--- src/asdm_pkg.sv ---
// Package for the analog stick deadband mapper.
// Holds field widths, the output scale, register indexes and pipeline types.
// No dependencies.
`default_nettype none

package asdm_pkg;

  localparam int unsigned SAMPLE_W   = 16;
  localparam int unsigned POS_W      = 11;
  localparam int unsigned ADDR_W     = 4;
  localparam int unsigned DATA_W     = 32;
  localparam int unsigned QUO_W      = 10;
  localparam int unsigned PROD_W     = 26;
  localparam int unsigned FULL_SCALE = 1000;

  typedef enum logic [1:0] {
    REG_CENTER = 2'd0,
    REG_START  = 2'd1,
    REG_END    = 2'd2,
    REG_DEAD   = 2'd3
  } reg_index_t;

  // Side information that travels with an item alongside the divider.
  typedef struct packed {
    logic zero;
    logic full;
    logic neg;
  } side_t;

endpackage

`default_nettype wire

--- src/analog_stick_deadband_mapper.sv ---
// Top level of the analog stick deadband mapper: APB register file,
// deadband and endpoint stages, constant multiply, one-bit-per-stage divider.
// Depends on asdm_pkg.
// One transaction is accepted per cycle while sample_stall is low.
// The divider takes ten stages, one quotient bit each.
// A two-entry output buffer lets the pipeline keep accepting while a result waits.
// Reset is synchronous and active high; it clears all valid bits and loads the
// register defaults (center 2048, start 0, end 4095, deadband 0).
`default_nettype none

module analog_stick_deadband_mapper
  import asdm_pkg::*;
(
  input  wire logic                       clk,
  input  wire logic                       rst,
  input  wire logic                       psel,
  input  wire logic                       penable,
  input  wire logic                       pwrite,
  input  wire logic [ADDR_W-1:0]          paddr,
  input  wire logic [DATA_W-1:0]          pwdata,
  output logic      [DATA_W-1:0]          prdata,
  output logic                            pready,
  input  wire logic                       sample_valid,
  output logic                            sample_stall,
  input  wire logic [SAMPLE_W-1:0]        raw_sample,
  output logic                            result_valid,
  input  wire logic                       result_stall,
  output logic signed [POS_W-1:0]         position
);

  localparam int unsigned NPIPE = 5 + QUO_W;

  logic [SAMPLE_W-1:0] center_value;
  logic [SAMPLE_W-1:0] start_value;
  logic [SAMPLE_W-1:0] end_value;
  logic [SAMPLE_W-1:0] dead_width;
  reg_index_t          reg_index;

  logic [NPIPE-1:0] v;
  logic             en;
  logic             skid_valid;
  logic [POS_W-1:0] skid;
  logic [POS_W-1:0] pos_calc;
  logic [POS_W-1:0] mag;

  logic [SAMPLE_W:0]   rc;
  logic                s1_below;
  logic                s1_order;
  logic [SAMPLE_W-1:0] s1_diff;
  logic [SAMPLE_W-1:0] s1_xp;
  logic [SAMPLE_W-1:0] s1_xm;
  logic [SAMPLE_W-1:0] s1_sp;
  logic [SAMPLE_W-1:0] s1_sm;
  logic [SAMPLE_W-1:0] s1_ep;
  logic [SAMPLE_W-1:0] s1_em;

  logic                s2_dead;
  logic                s2_neg;
  logic [SAMPLE_W-1:0] s2_x;
  logic [SAMPLE_W-1:0] s2_f;

  logic                s3_dead;
  logic                s3_neg;
  logic [SAMPLE_W:0]   s3_sx;
  logic [SAMPLE_W:0]   s3_sf;

  logic                s4_full_zone;
  logic                s4_c_zone;
  logic                s4_zero;
  logic [SAMPLE_W:0]   s4_mx;
  logic [SAMPLE_W:0]   s4_df;
  side_t               s4_side;
  logic [SAMPLE_W-1:0] s4_m;
  logic [SAMPLE_W-1:0] s4_den;

  logic [PROD_W-1:0]   drem [0:QUO_W];
  logic [QUO_W-1:0]    dquo [0:QUO_W];
  logic [SAMPLE_W-1:0] dden [0:QUO_W];
  side_t               dside [0:QUO_W];

  // Configuration port.
  assign pready    = 1'b1;
  assign reg_index = reg_index_t'(paddr[3:2]);

  always_ff @(posedge clk) begin
    if (rst) begin
      center_value <= SAMPLE_W'(2048);
      start_value  <= '0;
      end_value    <= SAMPLE_W'(4095);
      dead_width   <= '0;
    end else if (psel && penable && pwrite && pready) begin
      case (reg_index)
        REG_CENTER: center_value <= pwdata[SAMPLE_W-1:0];
        REG_START:  start_value  <= pwdata[SAMPLE_W-1:0];
        REG_END:    end_value    <= pwdata[SAMPLE_W-1:0];
        REG_DEAD:   dead_width   <= pwdata[SAMPLE_W-1:0];
        default:    ;
      endcase
    end
  end

  always_comb begin
    case (reg_index)
      REG_CENTER: prdata = DATA_W'(center_value);
      REG_START:  prdata = DATA_W'(start_value);
      REG_END:    prdata = DATA_W'(end_value);
      REG_DEAD:   prdata = DATA_W'(dead_width);
      default:    prdata = '0;
    endcase
  end

  // The whole pipeline moves together; it halts only when the output buffer is full.
  assign en           = !skid_valid;
  assign sample_stall = skid_valid;

  always_ff @(posedge clk) begin
    if (rst) begin
      v <= '0;
    end else if (en) begin
      v <= {v[NPIPE-2:0], sample_valid};
    end
  end

  // Stage 1: distance from center and all deadband shifts.
  assign rc = {1'b0, raw_sample} - {1'b0, center_value};

  always_ff @(posedge clk) begin
    if (en) begin
      s1_below <= rc[SAMPLE_W];
      s1_diff  <= rc[SAMPLE_W] ? (SAMPLE_W'(0) - rc[SAMPLE_W-1:0]) : rc[SAMPLE_W-1:0];
      s1_order <= start_value < end_value;
      s1_xp    <= raw_sample + dead_width;
      s1_xm    <= raw_sample - dead_width;
      s1_sp    <= start_value + dead_width;
      s1_sm    <= start_value - dead_width;
      s1_ep    <= end_value + dead_width;
      s1_em    <= end_value - dead_width;
    end
  end

  // Stage 2: deadband test and selection of the moved sample and far endpoint.
  always_ff @(posedge clk) begin
    if (en) begin
      s2_dead <= s1_diff < dead_width;
      s2_neg  <= !(s1_below ^ s1_order);
      s2_x    <= s1_below ? s1_xp : s1_xm;
      case ({s1_below, s1_order})
        2'b11:   s2_f <= s1_sp;
        2'b01:   s2_f <= s1_em;
        2'b10:   s2_f <= s1_ep;
        default: s2_f <= s1_sm;
      endcase
    end
  end

  // Stage 3: offsets of the sample and the far endpoint from the center.
  always_ff @(posedge clk) begin
    if (en) begin
      s3_dead <= s2_dead;
      s3_neg  <= s2_neg;
      s3_sx   <= {1'b0, s2_x} - {1'b0, center_value};
      s3_sf   <= {1'b0, s2_f} - {1'b0, center_value};
    end
  end

  // Stage 4: clamp zones and magnitudes.
  always_comb begin
    if (s3_sf[SAMPLE_W]) begin
      s4_full_zone = $signed(s3_sx) <= $signed(s3_sf);
      s4_c_zone    = !s3_sx[SAMPLE_W];
    end else begin
      s4_full_zone = $signed(s3_sx) >= $signed(s3_sf);
      s4_c_zone    = s3_sx[SAMPLE_W] || (s3_sx == '0);
    end
    s4_zero = s3_dead || (s3_sf == '0) || s4_c_zone;
    s4_mx   = s3_sx[SAMPLE_W] ? ((SAMPLE_W+1)'(0) - s3_sx) : s3_sx;
    s4_df   = s3_sf[SAMPLE_W] ? ((SAMPLE_W+1)'(0) - s3_sf) : s3_sf;
  end

  always_ff @(posedge clk) begin
    if (en) begin
      s4_side.zero <= s4_zero;
      s4_side.full <= !s4_zero && s4_full_zone;
      s4_side.neg  <= s3_neg;
      s4_m         <= s4_mx[SAMPLE_W-1:0];
      s4_den       <= s4_df[SAMPLE_W-1:0];
    end
  end

  // Stage 5: scale the offset by the full-scale output.
  always_ff @(posedge clk) begin
    if (en) begin
      drem[0]  <= PROD_W'(s4_m) * PROD_W'(FULL_SCALE);
      dquo[0]  <= '0;
      dden[0]  <= s4_den;
      dside[0] <= s4_side;
    end
  end

  // Restoring divider, one quotient bit per stage, most significant first.
  for (genvar j = 1; j <= QUO_W; j++) begin : g_div
    logic [PROD_W-1:0] trial;
    logic              ge;

    assign trial = PROD_W'(dden[j-1]) << (QUO_W - j);
    assign ge    = drem[j-1] >= trial;

    always_ff @(posedge clk) begin
      if (en) begin
        drem[j]  <= ge ? (drem[j-1] - trial) : drem[j-1];
        dquo[j]  <= dquo[j-1] | (QUO_W'(ge) << (QUO_W - j));
        dden[j]  <= dden[j-1];
        dside[j] <= dside[j-1];
      end
    end
  end

  // Final value with clamping and sign.
  always_comb begin
    if (dside[QUO_W].full) begin
      mag = POS_W'(FULL_SCALE);
    end else if (dside[QUO_W].zero) begin
      mag = '0;
    end else begin
      mag = POS_W'(dquo[QUO_W]);
    end
    pos_calc = dside[QUO_W].neg ? (POS_W'(0) - mag) : mag;
  end

  // Output register with a skid entry behind it.
  always_ff @(posedge clk) begin
    if (rst) begin
      result_valid <= 1'b0;
      skid_valid   <= 1'b0;
    end else if (!result_valid || !result_stall) begin
      if (skid_valid) begin
        result_valid <= 1'b1;
        skid_valid   <= 1'b0;
      end else begin
        result_valid <= v[NPIPE-1];
      end
    end else if (en && v[NPIPE-1]) begin
      skid_valid <= 1'b1;
    end
  end

  always_ff @(posedge clk) begin
    if (!result_valid || !result_stall) begin
      position <= skid_valid ? $signed(skid) : $signed(pos_calc);
    end else if (en && v[NPIPE-1]) begin
      skid <= pos_calc;
    end
  end

  // Checks.
  a_pos_range: assert property (@(posedge clk) disable iff (rst)
    result_valid |-> ($signed(position) >= -11'sd1000 && $signed(position) <= 11'sd1000))
    else $error("position out of range");

  a_stall_cause: assert property (@(posedge clk) disable iff (rst)
    sample_stall |-> result_valid)
    else $error("input stalled with no result pending");

  a_stall_rise: assert property (@(posedge clk) disable iff (rst)
    $rose(sample_stall) |-> $past(result_valid && result_stall))
    else $error("input stall raised without an output stall");

  a_quo_range: assert property (@(posedge clk) disable iff (rst)
    (v[NPIPE-1] && !dside[QUO_W].zero && !dside[QUO_W].full)
      |-> (dquo[QUO_W] < QUO_W'(FULL_SCALE)))
    else $error("interior quotient reached full scale");

endmodule

`default_nettype wire
--- config.mk ---
export PLATFORM = sky130hd
export DESIGN_NAME = analog_stick_deadband_mapper
export DESIGN_NICKNAME = d
export VERILOG_FILES = /design/src/asdm_pkg.sv /design/src/analog_stick_deadband_mapper.sv
export SDC_FILE = /design/constraint.sdc
export NUM_CORES = 2
export LEC_CHECK = 0
export BUFFER_PORTS_ARGS = -buffer_cell sky130_fd_sc_hd__buf_2
export CAP_MARGIN = 20
export CORE_MARGIN = 3
export CORE_UTILIZATION = 45
export DETAILED_ROUTE_END_ITERATION = 8
export PLACE_DENSITY_LB_ADDON = 0.1
export SLEW_MARGIN = 20
export SYNTH_ARGS = -nofsm -noshare
export SYNTH_HDL_FRONTEND = slang
export SYNTH_SLANG_ARGS = --single-unit
export TNS_END_PERCENT = 30
--- constraint.sdc ---
create_clock -name clk -period 24.6 [get_ports clk]
set_clock_uncertainty 0.05 [all_clocks]
set_input_delay 2.46 -clock clk [delete_from_list [all_inputs] [get_ports clk]]
set_output_delay 2.46 -clock clk [all_outputs]
set_load 0.005 [all_outputs]
## Word-level counts from Yosys, hierarchy flattened

Memories as Yosys holds them, arrays and structs flattened.
Cells that the tools add are included.

| cells by class | value |
|---|---|
| $add $sub $neg | 23 |
| multipliers | 1 |
| divide/modulo/power cells | 0 |
| $lt $le $gt $ge | 14 |
| equal/unequal tests | 6 |
| shift operators | 0 |
| muxes and demuxes | 24 |
| bitwise operators | 12 |
| reductions and logical operators | 23 |

Operator list:

| cell | count |
|---|---|
| $mux 26 | 10 |
| $pmux 32 s4 | 1 |
| $mux 16 | 4 |
| $sub 16x16->17 | 3 |
| $add 16x16->16 | 3 |
| $pmux 16 s3 | 1 |
| $sub 1x16->16 const A | 3 |
| $sub 16x16->16 | 3 |
| $logic_not 17->1 | 2 |
| $lt 16x16->1 | 2 |
| $ge 26x16->1 | 1 |
| $ge 26x17->1 | 1 |
| $ge 26x18->1 | 1 |
| $ge 26x19->1 | 1 |
| $ge 26x20->1 | 1 |
| $ge 26x21->1 | 1 |
| $ge 26x22->1 | 1 |
| $ge 26x23->1 | 1 |
| $ge 26x24->1 | 1 |
| $ge 26x25->1 | 1 |
| $sub 26x16->26 | 1 |
| $sub 26x17->26 | 1 |
| $sub 26x18->26 | 1 |
| $sub 26x19->26 | 1 |
| 33 further kinds | 57 |

| storage, ports and cells | value |
|---|---|
| register bits after elaboration | 322 |
| latch bits | 0 |
| RAM bits | 605 |
| memory bits (read-only) | 0 |
| bits of input ports | 59 |
| output and inout bits | 46 |
| logic and storage cells | 138 |
| memories | 4 |

Memories:

| name | words | bits a word | read ports | clocked after Yosys merged registers in | wr ports | line | RTL |
|---|---|---|---|---|---|---|---|
| drem | 11 | 26 | 10 | 0 | 11 | analog_stick_deadband_mapper.sv:76 | `logic [PROD_W-1:0] drem [0:QUO_W];` |
| dden | 11 | 16 | 10 | 0 | 11 | analog_stick_deadband_mapper.sv:78 | `logic [SAMPLE_W-1:0] dden [0:QUO_W];` |
| dquo | 11 | 10 | 11 | 0 | 11 | analog_stick_deadband_mapper.sv:77 | `logic [QUO_W-1:0] dquo [0:QUO_W];` |
| dside | 11 | 3 | 11 | 0 | 11 | analog_stick_deadband_mapper.sv:79 | `side_t dside [0:QUO_W];` |

## Depth between registers and ports, before layout

| depth | value |
|---|---|
| depth after elaboration | 6 |
| depth in mapped cells | 17 |
| depth with buffers taken out | 17 |

## Least setup slack after synthesis

Ideal clock, no wire load.

| timing | value |
|---|---|
| kind | register to register |
| start | reg skid_valid (netlist: sample_stall) |
| end | reg position[1], data pin |
| setup time | 0.270 ns |
| arrival time | 21.979 ns |
| required time | 24.280 ns |
| path slack | 2.301 ns |
| stages on the path, launching flop included | 4 |
| path buffers | 1 |
| period minus slack after synthesis | 22.299 ns |
| path through | dfxtp_1 -> inv_1 -> clkbuf_1 -> mux2_2 |

| between the ends | value |
|---|---|
| word-level cells in the longest chain between the ends | 1 |

Ends and longest elaborated chain:

| element | line | RTL |
|---|---|---|
| start: declaration | analog_stick_deadband_mapper.sv:41 | `logic skid_valid;` |
| start signal: assignment | analog_stick_deadband_mapper.sv:234 | `skid_valid <= 1'b0;` |
| start signal: assignment | analog_stick_deadband_mapper.sv:238 | `skid_valid <= 1'b0;` |
| start signal: assignment | analog_stick_deadband_mapper.sv:243 | `skid_valid <= 1'b1;` |
| $mux 11 | analog_stick_deadband_mapper.sv:249 | `position <= skid_valid ? $signed(skid) : $signed(pos_calc);` |
| end signal: assignment | analog_stick_deadband_mapper.sv:249 |  |
| end: declaration | analog_stick_deadband_mapper.sv:28 | `output logic signed [POS_W-1:0] position` |

Every way passes these cells.
A chain may end at the register's enable or synchronous reset.

## Final worst setup path

| timing | value |
|---|---|
| start | in paddr[2] |
| end | out prdata[11] |

| between the ends | value |
|---|---|
| word-level cells in the longest chain between the ends | 2 |
| elaborated cells on any way between the ends | 5 |
| those cells by class | 3 x eq/ne; 1 x mux; 1 x reduce/logical |

Ends and longest elaborated chain:

| element | line | RTL |
|---|---|---|
| start: declaration | analog_stick_deadband_mapper.sv:19 | `input wire logic [ADDR_W-1:0] paddr,` |
| $eq 2x2->1 (tied with other cells) | analog_stick_deadband_mapper.sv:103 | `case (reg_index)` |
| $pmux 32 s4 (*) | analog_stick_deadband_mapper.sv:103 |  |
| end: declaration | analog_stick_deadband_mapper.sv:21 | `output logic [DATA_W-1:0] prdata,` |

Every way passes the cells marked *; elsewhere a longest branch is shown, timed or not. The select of a mux whose other input is x is not followed.

==> Implementation_results.wiki <==
{| class="wikitable"
! Metric !! Value
|-
| Run status || completed
|-
| Share of final-layout standard cells stronger than drive strength 1 || 0.0777
|-
| Depth of the CTS H-tree || 3
|-
| Post-CTS Setup Repair Bufs || 0
|-
| Number of DRC violations after detailed routing || 0
|-
| Largest family of logic cells by synthesized area || adder cells
|-
| Aggregate routed wire length || 104,000 µm
|-
| Max_slew headroom || 0.234
|-
| End point of the most critical hold path || dside[0][2]
|-
| Count of hold-fix buffers inserted at cts || 0
|-
| Crit Reg-Reg Startpoint || s4_m[1]
|-
| Final Hold Vio Count || 0
|-
| Synth warnings || 0
|-
| Total routing usage reported by global routing || 0.192
|-
| Die extent in x || 330 µm
|-
| Element type at the critical path start || input pin
|-
| Number of buffers between clock root and the deepest sink || 3
|-
| Part of the cycle the worst path needs || 0.258
|-
| Setup repair after global routing missed its margin || false
|-
| Routed wirelength normalized by instance count || 17.9 µm
|-
| CTS tree || done
|-
| Final Critical Period || 6.35 ns
|-
| Vias in the first global route || 30,100
|-
| Pre-antenna DRT Iters || 6
|-
| GRT overflow || 0
|-
| Post-synthesis area per instance || 11.1 µm²
|-
| Post-synthesis sequential area ratio || 0.491
|-
| RePlAce Congestion || 0.842
|-
| Final Net Count || 4,864
|-
| Number of vias in the routed layout || 30,800
|-
| FILL cells || 9,368
|-
| Flip-flop and latch count after synthesis || 800
|-
| HPWL reported at the end of detailed placement || 78,100 µm
|-
| Largest net degree at the start of global routing || 199
|-
| Data arrival time at the worst-slack endpoint || 3.84 ns
|-
| Clk Latency, worst-skew pair || 0.67 ns
|-
| Number of antenna violations at the first check in global routing || 2
|-
| Count of different cell masters after synthesis || 106
|-
| Number of enable flip-flop cells after synthesis || 719
|-
| Complex-gate fraction of the synthesized area || 0.130
|-
| PostCTS Resize Cnt || 0
|-
| Depth of the worst hold-timing path || 0
|-
| Area overhead of the layout relative to synthesis || 10.0%
|-
| Setup slack on the worst flop-to-flop path || 19.55 ns
|-
| Total negative slack for setup checks || 0 ns
|-
| HP Start || s4_side[2]
|-
| Category of the critical setup timing path || input pin to primary output
|-
| Combined area of all synthesized cells || 47,300 µm²
|-
| Number of clock sinks seen by CTS || 800
|-
| Placement row count || 118
|-
| Boundary pin count || 105
|-
| Capture instance of the worst register-to-register path || drem[0][25]
|-
| Count of max-cap constraint violations || 0
|-
| Multiplexer share of the synthesized area || 0.0308
|-
| Parity-gate share of the synthesized area counting xor and xnor cells || 0.0556
|-
| Post-route ant nets || 0
|-
| Largest driver fanout on the critical path || 23
|-
| Number of endpoints failing setup at the final stage || 0
|-
| Initial Util || 0.455
|-
| Count of mapped cells out of synthesis || 4,254
|-
| Wire length of the first global-routing pass || 165,000 µm
|-
| Worst-margin pin slew || 1.15 ns
|-
| Worst-path clk slew || 0.06 ns
|-
| Max Clock Freq || 158 MHz
|-
| Die extent in y || 330 µm
|-
| I/O Buffers || 69
|-
| Number of buffers inserted during clock tree synthesis || 90
|-
| Endpoint type of the worst setup path || primary output
|-
| Proportion of synthesized flip-flops having asynchronous set or reset || 0
|-
| Max-slew violation count || 0
|-
| Endpoint required time on the critical path || 22.09 ns
|-
| Depth of the worst register-to-register path || 15
|-
| Area inside the core boundary || 104,000 µm²
|-
| Share of synthesized cell area in full adder, half adder and majority cells || 0.138
|-
| Detail-routed via count per cell || 5.33
|-
| Top FF cell, synth || edfxtp_1
|-
| Basic-gate share of the synthesized area counting and, or, nand and nor cells || 0.108
|-
| Die area || 109,000 µm²
|-
| Number of DRC markers in iteration 0 || 2,164
|-
| CTS Root Buffer Type || clkbuf_16
|-
| Hold crit path type || flip-flop to flip-flop
|}
## per-layer routing
metal	global-route usage	wire, µm	share of wire
met2	0.322	49700	0.48
met5	0	0	0
met4	0.0515	2720	0.026
met3	0.0246	3740	0.036
met1	0.263	47600	0.46
## state kept, by name, summed over array words and instances, names as in the netlist, 17 cells and up
register	count
drem	233
dden	160
dquo	55
dside	33
s3_sf	17
s3_sx	17
## synth_stat cells, types with 32 or more instances
master,count,area [µm²]
a21o_1,95,713
a21oi_1,303,1520
clkbuf_1,70,263
dfxtp_1,81,1620
edfxtp_1,719,21600
fa_1,71,1420
ha_1,406,5080
inv_1,447,1680
mux2_2,66,743
nand2_1,282,1060
nand2b_1,40,250
nand3_1,66,330
nand4_1,40,250
nor2_1,297,1110
nor2b_1,47,294
nor3_1,104,521
o21a_1,69,518
o21ai_0,154,771
o31ai_1,32,240
xnor2_1,218,1910
xor2_1,80,701
## how the worst max path moves through the flow
stage                 startpoint          end  slack, ns  depth (start not counted)
finish                  paddr[2]   prdata[11]      18.25                          3
CTS                     paddr[2]   prdata[11]      18.20                          3
detailed placement      paddr[2]   prdata[11]      18.20                          3
global route            paddr[2]   prdata[11]      18.11                          3
global placement        paddr[2]   prdata[11]      18.21                          3
floorplan           sample_stall  position[1]       2.30                          3
## layout by cell type (no fill, tap or decap), drive strengths merged, types with 34 or more instances in the layout
master,instances
a21o,95
a21oi,304
buf,83
clkbuf,112
clkinv,41
dfxtp,81
edfxtp,719
fa,71
ha,406
inv,453
mux2,74
nand2,283
nand2b,40
nand3,67
nand4,40
nor2,297
nor2b,48
nor3,108
o21a,69
o21ai,172
o31ai,34
xnor2,219
xor2,80
## kinds of logic (layout without fill, tap and decap cells)
logic type | Yosys count | in the layout
mux | 116 | 116
buf+inv | 567 | 699
flops | 800 | 800
fa+ha+maj | 477 | 477
compound gates | 941 | 941
xor+xnor | 299 | 299
other cells | 2 | 19
simple gates | 1052 | 1052
## layout make-up
type / count / area, µm² / area share
clock buffer: 112 / 2360 / 0.0454
inverter: 451 / 1700 / 0.0327
antenna: 2 / 5.00 / 0.0000962
multi-input combinational: 2902 / 21900 / 0.421
timing repair buffer: 83 / 475 / 0.00914
sequential: 800 / 23200 / 0.446
tap: 1380 / 1730 / 0.0332
clock inverter: 53 / 609 / 0.0117
## per-stage QoR
step | instances | worst slack [ns] | instance area, µm² | hold WS (ns) | util
2_1_floorplan | 4269 | 2.30 | 47300 | 0.350 | -
3_5_place_dp | 5616 | 18.20 | 49000 | 0.355 | 0.472
3_3_place_gp | 5616 | 18.21 | 49000 | 0.351 | 0.472
4_1_cts | 5781 | 18.20 | 52000 | 0.346 | 0.500
6_report | 5783 | 18.25 | 52000 | 0.356 | 0.500
5_1_grt | 5781 | 18.11 | 52000 | 0.352 | 0.500
## critical path, stage by stage
cell and delay [ns]:
buf_2 0.58, mux4_2 0.63, buf_2 0.15
Power is not shown: default switching activity piles up to over one toggle a cycle in this logic, so the estimate is an artifact.
